===== src/rtl/ceh_pkg.sv =====
`timescale 1ns / 1ps

package ceh_pkg;

	// Table geometry and counter width.
	localparam int GROUPS      = 16;
	localparam int QUAL_LEVELS = 64;
	localparam int MAX_CYCLES  = 256;
	localparam int COUNT_WIDTH = 32;
	localparam int DINUC_CODES = 16;

	// Field widths of one item.
	localparam int RG_W   = 4;
	localparam int QUAL_W = 6;
	localparam int CYC_W  = 8;
	localparam int BASE_W = 3;
	localparam int SEL_W  = 2;
	localparam int DN_W   = 4;
	localparam int OUT_W  = 32;

	localparam logic [BASE_W-1:0] BASE_N = 3'd4;

	// Stream widths.
	localparam int IN_DATA_W  = 32;
	localparam int OUT_DATA_W = 64;

	// Table depths and address widths.
	localparam int G_DEPTH = GROUPS;
	localparam int Q_DEPTH = GROUPS * QUAL_LEVELS;
	localparam int C_DEPTH = Q_DEPTH * 2 * MAX_CYCLES;
	localparam int D_DEPTH = Q_DEPTH * DINUC_CODES;
	localparam int G_AW    = (G_DEPTH > 1) ? $clog2(G_DEPTH) : 1;
	localparam int Q_AW    = (Q_DEPTH > 1) ? $clog2(Q_DEPTH) : 1;
	localparam int C_AW    = (C_DEPTH > 1) ? $clog2(C_DEPTH) : 1;
	localparam int D_AW    = (D_DEPTH > 1) ? $clog2(D_DEPTH) : 1;

	typedef enum logic {
		OP_COUNT,
		OP_READ
	} op_t;

	typedef enum logic [SEL_W-1:0] {
		TBL_GROUP,
		TBL_QUAL,
		TBL_CYCLE,
		TBL_DINUC
	} table_sel_t;

	typedef enum logic [1:0] {
		ST_CLEAR,
		ST_IDLE,
		ST_READ,
		ST_APPLY
	} state_t;

	// Commands from the controller to the datapath.
	typedef struct packed {
		logic capture;
		logic clear_wr;
		logic mem_rd;
		logic apply_wr;
		logic load_out;
	} ceh_cmd_t;

	// Status from the datapath to the controller.
	typedef struct packed {
		logic clear_done;
		logic is_readout;
	} ceh_status_t;

	// One table entry.
	typedef struct packed {
		logic [COUNT_WIDTH-1:0] errs;
		logic [COUNT_WIDTH-1:0] obs;
	} tally_t;

endpackage


===== src/rtl/ceh_ctrl.sv =====
`timescale 1ns / 1ps

module ceh_ctrl (
	input  logic                 clk,
	input  logic                 arst_n,
	input  logic                 s_axis_tvalid,
	output logic                 s_axis_tready,
	output logic                 m_axis_tvalid,
	input  logic                 m_axis_tready,
	output ceh_pkg::ceh_cmd_t    cmd,
	input  ceh_pkg::ceh_status_t status
);
	import ceh_pkg::*;

	state_t state_q;
	state_t state_next;
	logic   out_valid_q;

	// State register.
	always_ff @(posedge clk or negedge arst_n) begin
		if (!arst_n) begin
			state_q <= ST_CLEAR;
		end else begin
			state_q <= state_next;
		end
	end

	// Next state and commands.
	always_comb begin
		state_next    = state_q;
		cmd           = '0;
		s_axis_tready = 1'b0;
		unique case (state_q)
			ST_CLEAR: begin
				cmd.clear_wr = 1'b1;
				if (status.clear_done) begin
					state_next = ST_IDLE;
				end
			end
			ST_IDLE: begin
				s_axis_tready = 1'b1;
				if (s_axis_tvalid) begin
					cmd.capture = 1'b1;
					state_next  = ST_READ;
				end
			end
			ST_READ: begin
				cmd.mem_rd = 1'b1;
				state_next = ST_APPLY;
			end
			ST_APPLY: begin
				if (!status.is_readout) begin
					cmd.apply_wr = 1'b1;
					state_next   = ST_IDLE;
				end else if (!out_valid_q || m_axis_tready) begin
					cmd.load_out = 1'b1;
					state_next   = ST_IDLE;
				end
			end
			default: begin
				state_next = ST_CLEAR;
			end
		endcase
	end

	// Output item valid flag.
	always_ff @(posedge clk or negedge arst_n) begin
		if (!arst_n) begin
			out_valid_q <= 1'b0;
		end else if (cmd.load_out) begin
			out_valid_q <= 1'b1;
		end else if (m_axis_tready) begin
			out_valid_q <= 1'b0;
		end
	end

	assign m_axis_tvalid = out_valid_q;

	// An accepted item always goes to the table read next.
	assert property (@(posedge clk) disable iff (!arst_n)
		(s_axis_tvalid && s_axis_tready) |=> (state_q == ST_READ))
		else $error("accepted item did not start a table read");

	// A result never overwrites one that is still waiting.
	assert property (@(posedge clk) disable iff (!arst_n)
		cmd.load_out |-> (!out_valid_q || m_axis_tready))
		else $error("result loaded over a waiting result");

	// Clearing and counting never write the tables together.
	assert property (@(posedge clk) disable iff (!arst_n)
		!(cmd.clear_wr && (cmd.apply_wr || cmd.capture)))
		else $error("table write during clearing pass");

	// A table write back follows a read issued the cycle before.
	assert property (@(posedge clk) disable iff (!arst_n)
		cmd.apply_wr |-> $past(cmd.mem_rd))
		else $error("write back without a preceding read");

endmodule


===== config.mk =====
export PLATFORM = sky130hd
export DESIGN_NAME = ceh_ctrl
export DESIGN_NICKNAME = d
export VERILOG_FILES = /design/src/rtl/ceh_pkg.sv /design/src/rtl/ceh_ctrl.sv
export SDC_FILE = /design/constraint.sdc
export NUM_CORES = 1
export LEC_CHECK = 0
export CAP_MARGIN = 20
export CORE_AREA = 2 2 39 41
export DETAILED_ROUTE_END_ITERATION = 16
export DIE_AREA = 0 0 41 43
export DONT_BUFFER_PORTS = 1
export PLACE_DENSITY = 0.35
export SYNTH_ARGS = -nofsm -noshare
export SYNTH_HDL_FRONTEND = slang
export SYNTH_SLANG_ARGS = --single-unit

===== constraint.sdc =====
create_clock -name clk -period 1.2 [get_ports clk]
set_input_delay 0.24 -clock clk [delete_from_list [all_inputs] [get_ports clk]]
set_output_delay 0.24 -clock clk [all_outputs]
set_load 0.05 [all_outputs]

After elaboration in Yosys (flattened, before gate mapping):

Index checks and enable logic that the tools add are counted.

* eq/ne operators: 6
* reduce and logical (&&, ||, !) cells: 5
* mux-type cells: 16

Operators with widths (count)
* 2-to-1 mux 1 bit: 10
* 2-to-1 mux 2 bit: 5
* one-hot mux 2 bit (4 select lines): 1
* equality test 2 bit (second input constant): 2
* inequality test 2 bit (second input constant): 2
* inequality test 3 bit (second input constant): 1
* AND reduction 3 bit: 1
* equality test 2 x 1 -> 1 bit (second input constant): 1
* zero test 2 bit: 1
* nonzero test 2 bit: 1
* zero test 1 bit: 1
* logical OR 1 bit: 1

* output and inout port bits: 7
* register bits: 3
* input bits: 6
* logic and storage cells: 29

Depth between registers and ports, before layout:

* depth after elaboration: 6
* mapped depth: 5

Worst setup path after synthesis:

OpenSTA, ideal clock, no wires.

* path type: reg2reg
* from: register state_q[0]
* to: register state_q[1]
* setup time: 0.125 ns
* path slack: -0.547 ns
* arrival time: 1.622 ns
* required time: 1.075 ns
* period minus slack after synthesis: 1.747 ns
* stages on the path, launching flop included: 6
* cells stage by stage: dfrtp_1 -> inv_1 -> ha_1 -> inv_1 -> o221ai_4 -> mux2_4

* word-level cells in the longest chain between the ends: 3
* elaborated cells between the ends (all ways): 9
* those cells by class: eq/ne: 6; mux: 1; reduce/logical: 2

Ends and longest elaborated chain
* start, declared: RTL line ceh_ctrl.sv:15 `state_t state_q;`
* start signal, assigned: RTL line ceh_ctrl.sv:24 `state_q <= state_next;`
* equality test 2 bit, or another cell as far along: RTL line ceh_ctrl.sv:33 `unique case (state_q)`
* inequality test 3 bit (no line) or inequality test 2 bit (tied branches)
* AND reduction 3 bit (no line)

Several ways; a longest one is shown, not always the timed one.
A chain may end at the register's enable or synchronous reset.

==> results by stage <==
Routing:
- The routed wire length is 606 um.
- Using the TritonRoute via totals, the vias-per-cell ratio works out to 3.84.
- The first routing iteration left 0 violations.
- The routed layout has 219 vias.
- After detailed routing, the number of remaining DRC violations is 0.
- The post-detailed-route wirelength per cell is 10.6 um.
- The count of antenna-violating nets left after detailed routing is 0.
- The number of iterations in the first detailed-routing pass is 1.

Floorplanning:
- The core area is 1380 um^2.
- The cell row count is 14.
- In this run the vertical extent of the chip is 43 um.
- The die boundary width is 41 um.
- In this run the count of I/O pins placed on the die edge is 13.
- The initial utilization of the core area, before any placement, comes to 18.0%.
- The full die area is 1760 um^2.

Placed design:
- The wire-length estimate of the detail-placed layout is 502 um.
- The number of port buffers is 0.
- The setup slack at placement is -0.136 ns.
- At the end of routability-driven placement, the weighted congestion stood at 0.643.

Cells and area:
- The area growth from synthesis to layout is 128%.
- 0 antenna diodes ended up in the layout.
- At the end of the flow, the number of nets in the layout was 53.
- The layout filler cell count is 140.
- The ratio of cells with drive above 1 in the final layout is 85.4%.

Global routing:
- The largest net degree at the start of global routing is 4.
- For this run the aggregate overflow at the end of global routing stands at 0.
- The wire length of the first global-routing pass is 890 um.
- The number of global-route vias before repair is 226.
- The number of antenna violations at the first check in global routing came to 0.
- For this run, the total global-route usage over all layers was measured as 7.73%.

STA:
- The clock skew is 0.000606 ns.
- The shortest clock period the worst path allows after layout is 1.45 ns.
- Setup violations remaining at the end of the flow were counted as 8.
- For the pin with the worst max-slew slack, the measured transition is 0.199 ns.
- The post-layout worst setup margin is -0.249 ns.
- The highest attainable clock frequency is 690 MHz.
- The number of pins exceeding their max-slew limit in the final report was 0.
- The final number of hold-violating endpoints is 0.
- The worst max-slew margin expressed relative to the limit is 86.7%.
- Setup repair after global routing could not meet its margin everywhere.
- The post-route fraction of the period consumed by the critical path is 121%.

Outcome:
- The final reports fail on setup timing.
- The flow ran to the end, but the final reports show violations.

Logic synthesis:
- The post-synthesis average cell area is 11.9 um^2.
- The warning count from the yosys run is 0.
- The cell type with the largest total area after synthesis is dfrtp_1.
- Yosys mapped the design onto 11 distinct sky130hd cell types.
- Counting flops and latches in the post-synthesis netlist gives 3.
- Counting every instance in the synthesized netlist gives 21.
- The area share of the leading cell type in the synthesized netlist is 30.2%.
- For this run, the register share of the synthesized area comes to 30.2%.
- By area the synthesized netlist is led by dfrtp_1, ha_1, o221ai_4, mux2_4, nand2b_4.
- The synthesized netlist occupies a cell area of 249 um^2.
- The number of nets handed over by synthesis was 32.

Flow run:
- The max-cap check violation count is 0.

Worst hold path:
- The number of stages on the worst hold path is 2.
- The startpoint identified for the worst hold timing path is m_axis_tready.
- The worst hold path terminates at m_axis_tvalid$_DFFE_PN0P_.
- In this run the worst hold path is classified as input pin to flip-flop.

Worst setup path:
- The worst setup path is of the flip-flop to primary output kind.
- The worst register-to-register path ends at state_q[1]$_DFFE_PN0P_.
- STA classifies the critical path endpoint as a primary output.
- Of all nets on the critical path, the largest fanout is 3.
- The reg-to-reg critical path startpoint is state_q[0]$_DFFE_PN0P_.
- The setup slack of the worst register-to-register path is -0.18 ns.
- The endpoint required time on the critical path is 0.96 ns.
- The data arrival time of the critical path is 1.21 ns.
- The number of cells on the worst reg-to-reg path is 5.
- The type of origin of the critical path is a flip-flop.

Clock tree:
- The clock transition at the registers of the reported paths is 0.04 ns.
- The clock passes through at most 2 buffers.
- TritonCTS built the clock tree.
- The number of levels the H-tree was split into is 1.
- Clock tree synthesis inserted a total of 3 buffers.
- The buffer cell driving the clock tree root is clkbuf_4.
- The clock net in this run drives a total of 3 sinks.
- The clock latency reported for the late side of the worst-skew pair is 0.23 ns.

Power:
- IR analysis of the VDD net gives a maximum drop of 0.862 mV.
- The power consumption is 1.84 mW.
- The power per cell area is 3250 nW/um^2.
- In this run the static leakage power is 0.255 nW.
logic make-up after synthesis:
kind of cell,Yosys count,share of synthesized area (%)
adders and majority gates,5,25.1
DFF,3,30.1
and+or+nand+nor,7,19.6
AOI/OAI and AO/OA,1,10.6
buffers and inverters,3,4.52
muxes,2,10.0
routing by layer:
metal	part of all wire, %	vias up	track usage (%)	routed length [um]
met5	0	-	0	0
met4	0	0	2.00	0
met3	8.4	0	5.24	51
met2	53	8	12.5	324
met1	38	105	7.72	231
li1	-	106	-	-
synth_stat cells:
cell type / instances
nand2b_2: 1
nand2b_4: 1
dfrtp_1: 3
o221ai_4: 1
nand2_1: 2
nor2b_1: 2
mux2_4: 1
mux2i_1: 1
and2_1: 1
ha_1: 5
inv_1: 3
final cells by class:
| class | instances | area, um^2 | share of cell area [%] |
|---|---|---|---|
| multi-input cells | 15 | 238 | 41.9 |
| repair buffers | 16 | 194 | 34.2 |
| flip-flops and latches | 3 | 77.6 | 13.7 |
| clock buffers | 4 | 26.3 | 4.64 |
| well taps | 16 | 20.0 | 3.53 |
| inverters | 3 | 11.3 | 1.99 |
metrics by stage:
| step | util (%) | TNS (ns) | hold slack, ns | area [um^2] | std cells |
|---|---|---|---|---|---|
| after floorplan | - | -0.428 | -0.0556 | 295 | 21 |
| after global placement | 33.1 | -0.303 | -0.0555 | 458 | 51 |
| after detailed placement | 33.1 | -0.312 | -0.0555 | 458 | 51 |
| after CTS | 38.4 | -1.50 | 0.224 | 532 | 56 |
| after global routing | 41.0 | -1.90 | 0.226 | 567 | 57 |
| final | 41.0 | -1.50 | 0.228 | 567 | 57 |
worst max-delay path, cell delays in order, from the launching register on:
cell and delay [ns]:
dfrtp_1 0.42, ha_4 0.19, buf_6 0.11, nor2b_4 0.12
buf_12 0.14
what timing repair did:
| action | 4_1_cts | 5_1_grt |
|---|---|---|
| endpoints found under the setup margin | 8 | 8 |
| pin swaps | 3 | 3 |
| resized for setup | 9 | 6 |
| hold endpoints to repair | 3 | 0 |
| setup buffers | 0 | 2 |
| hold buffers | 1 | 0 |
report_power, final:
part	leakage [nW]	internal (mW)	switching, mW
registers	0.0328	0.160	0.0673
clock network	0.0150	0.125	0.0514
logic	0.207	0.740	0.697
total	0.255	1.02	0.816
cells in the final DEF (no fill, tap or decap), drive strengths merged, types with 2 or more instances in the layout:
cell type and count:
ha 5, clkbuf 4, dfrtp 3, nor2b 2, inv 3, buf 15
nand2 2, nand2b 2
flip-flops by register name, summed over array words and instances, names as in the netlist:
signal / count
state_q: 2
m_axis_tvalid: 1
how the worst max path moves through the flow:
| stage | cells past startpoint | startpoint | end | slack, ns |
|---|---|---|---|---|
| finish | 4 | state_q[0]$_DFFE_PN0P_ | cmd[1] | -0.25 |
| global route | 4 | state_q[0]$_DFFE_PN0P_ | cmd[1] | -0.30 |
| CTS | 4 | state_q[0]$_DFFE_PN0P_ | cmd[1] | -0.27 |
| detailed placement | 5 | state_q[1]$_DFFE_PN0P_ | state_q[1]$_DFFE_PN0P_ | -0.14 |
| global placement | 5 | state_q[1]$_DFFE_PN0P_ | state_q[1]$_DFFE_PN0P_ | -0.14 |
| floorplan | 5 | state_q[0]$_DFFE_PN0P_ | state_q[1]$_DFFE_PN0P_ | -0.23 |
Power figures use the tool's default switching activity.
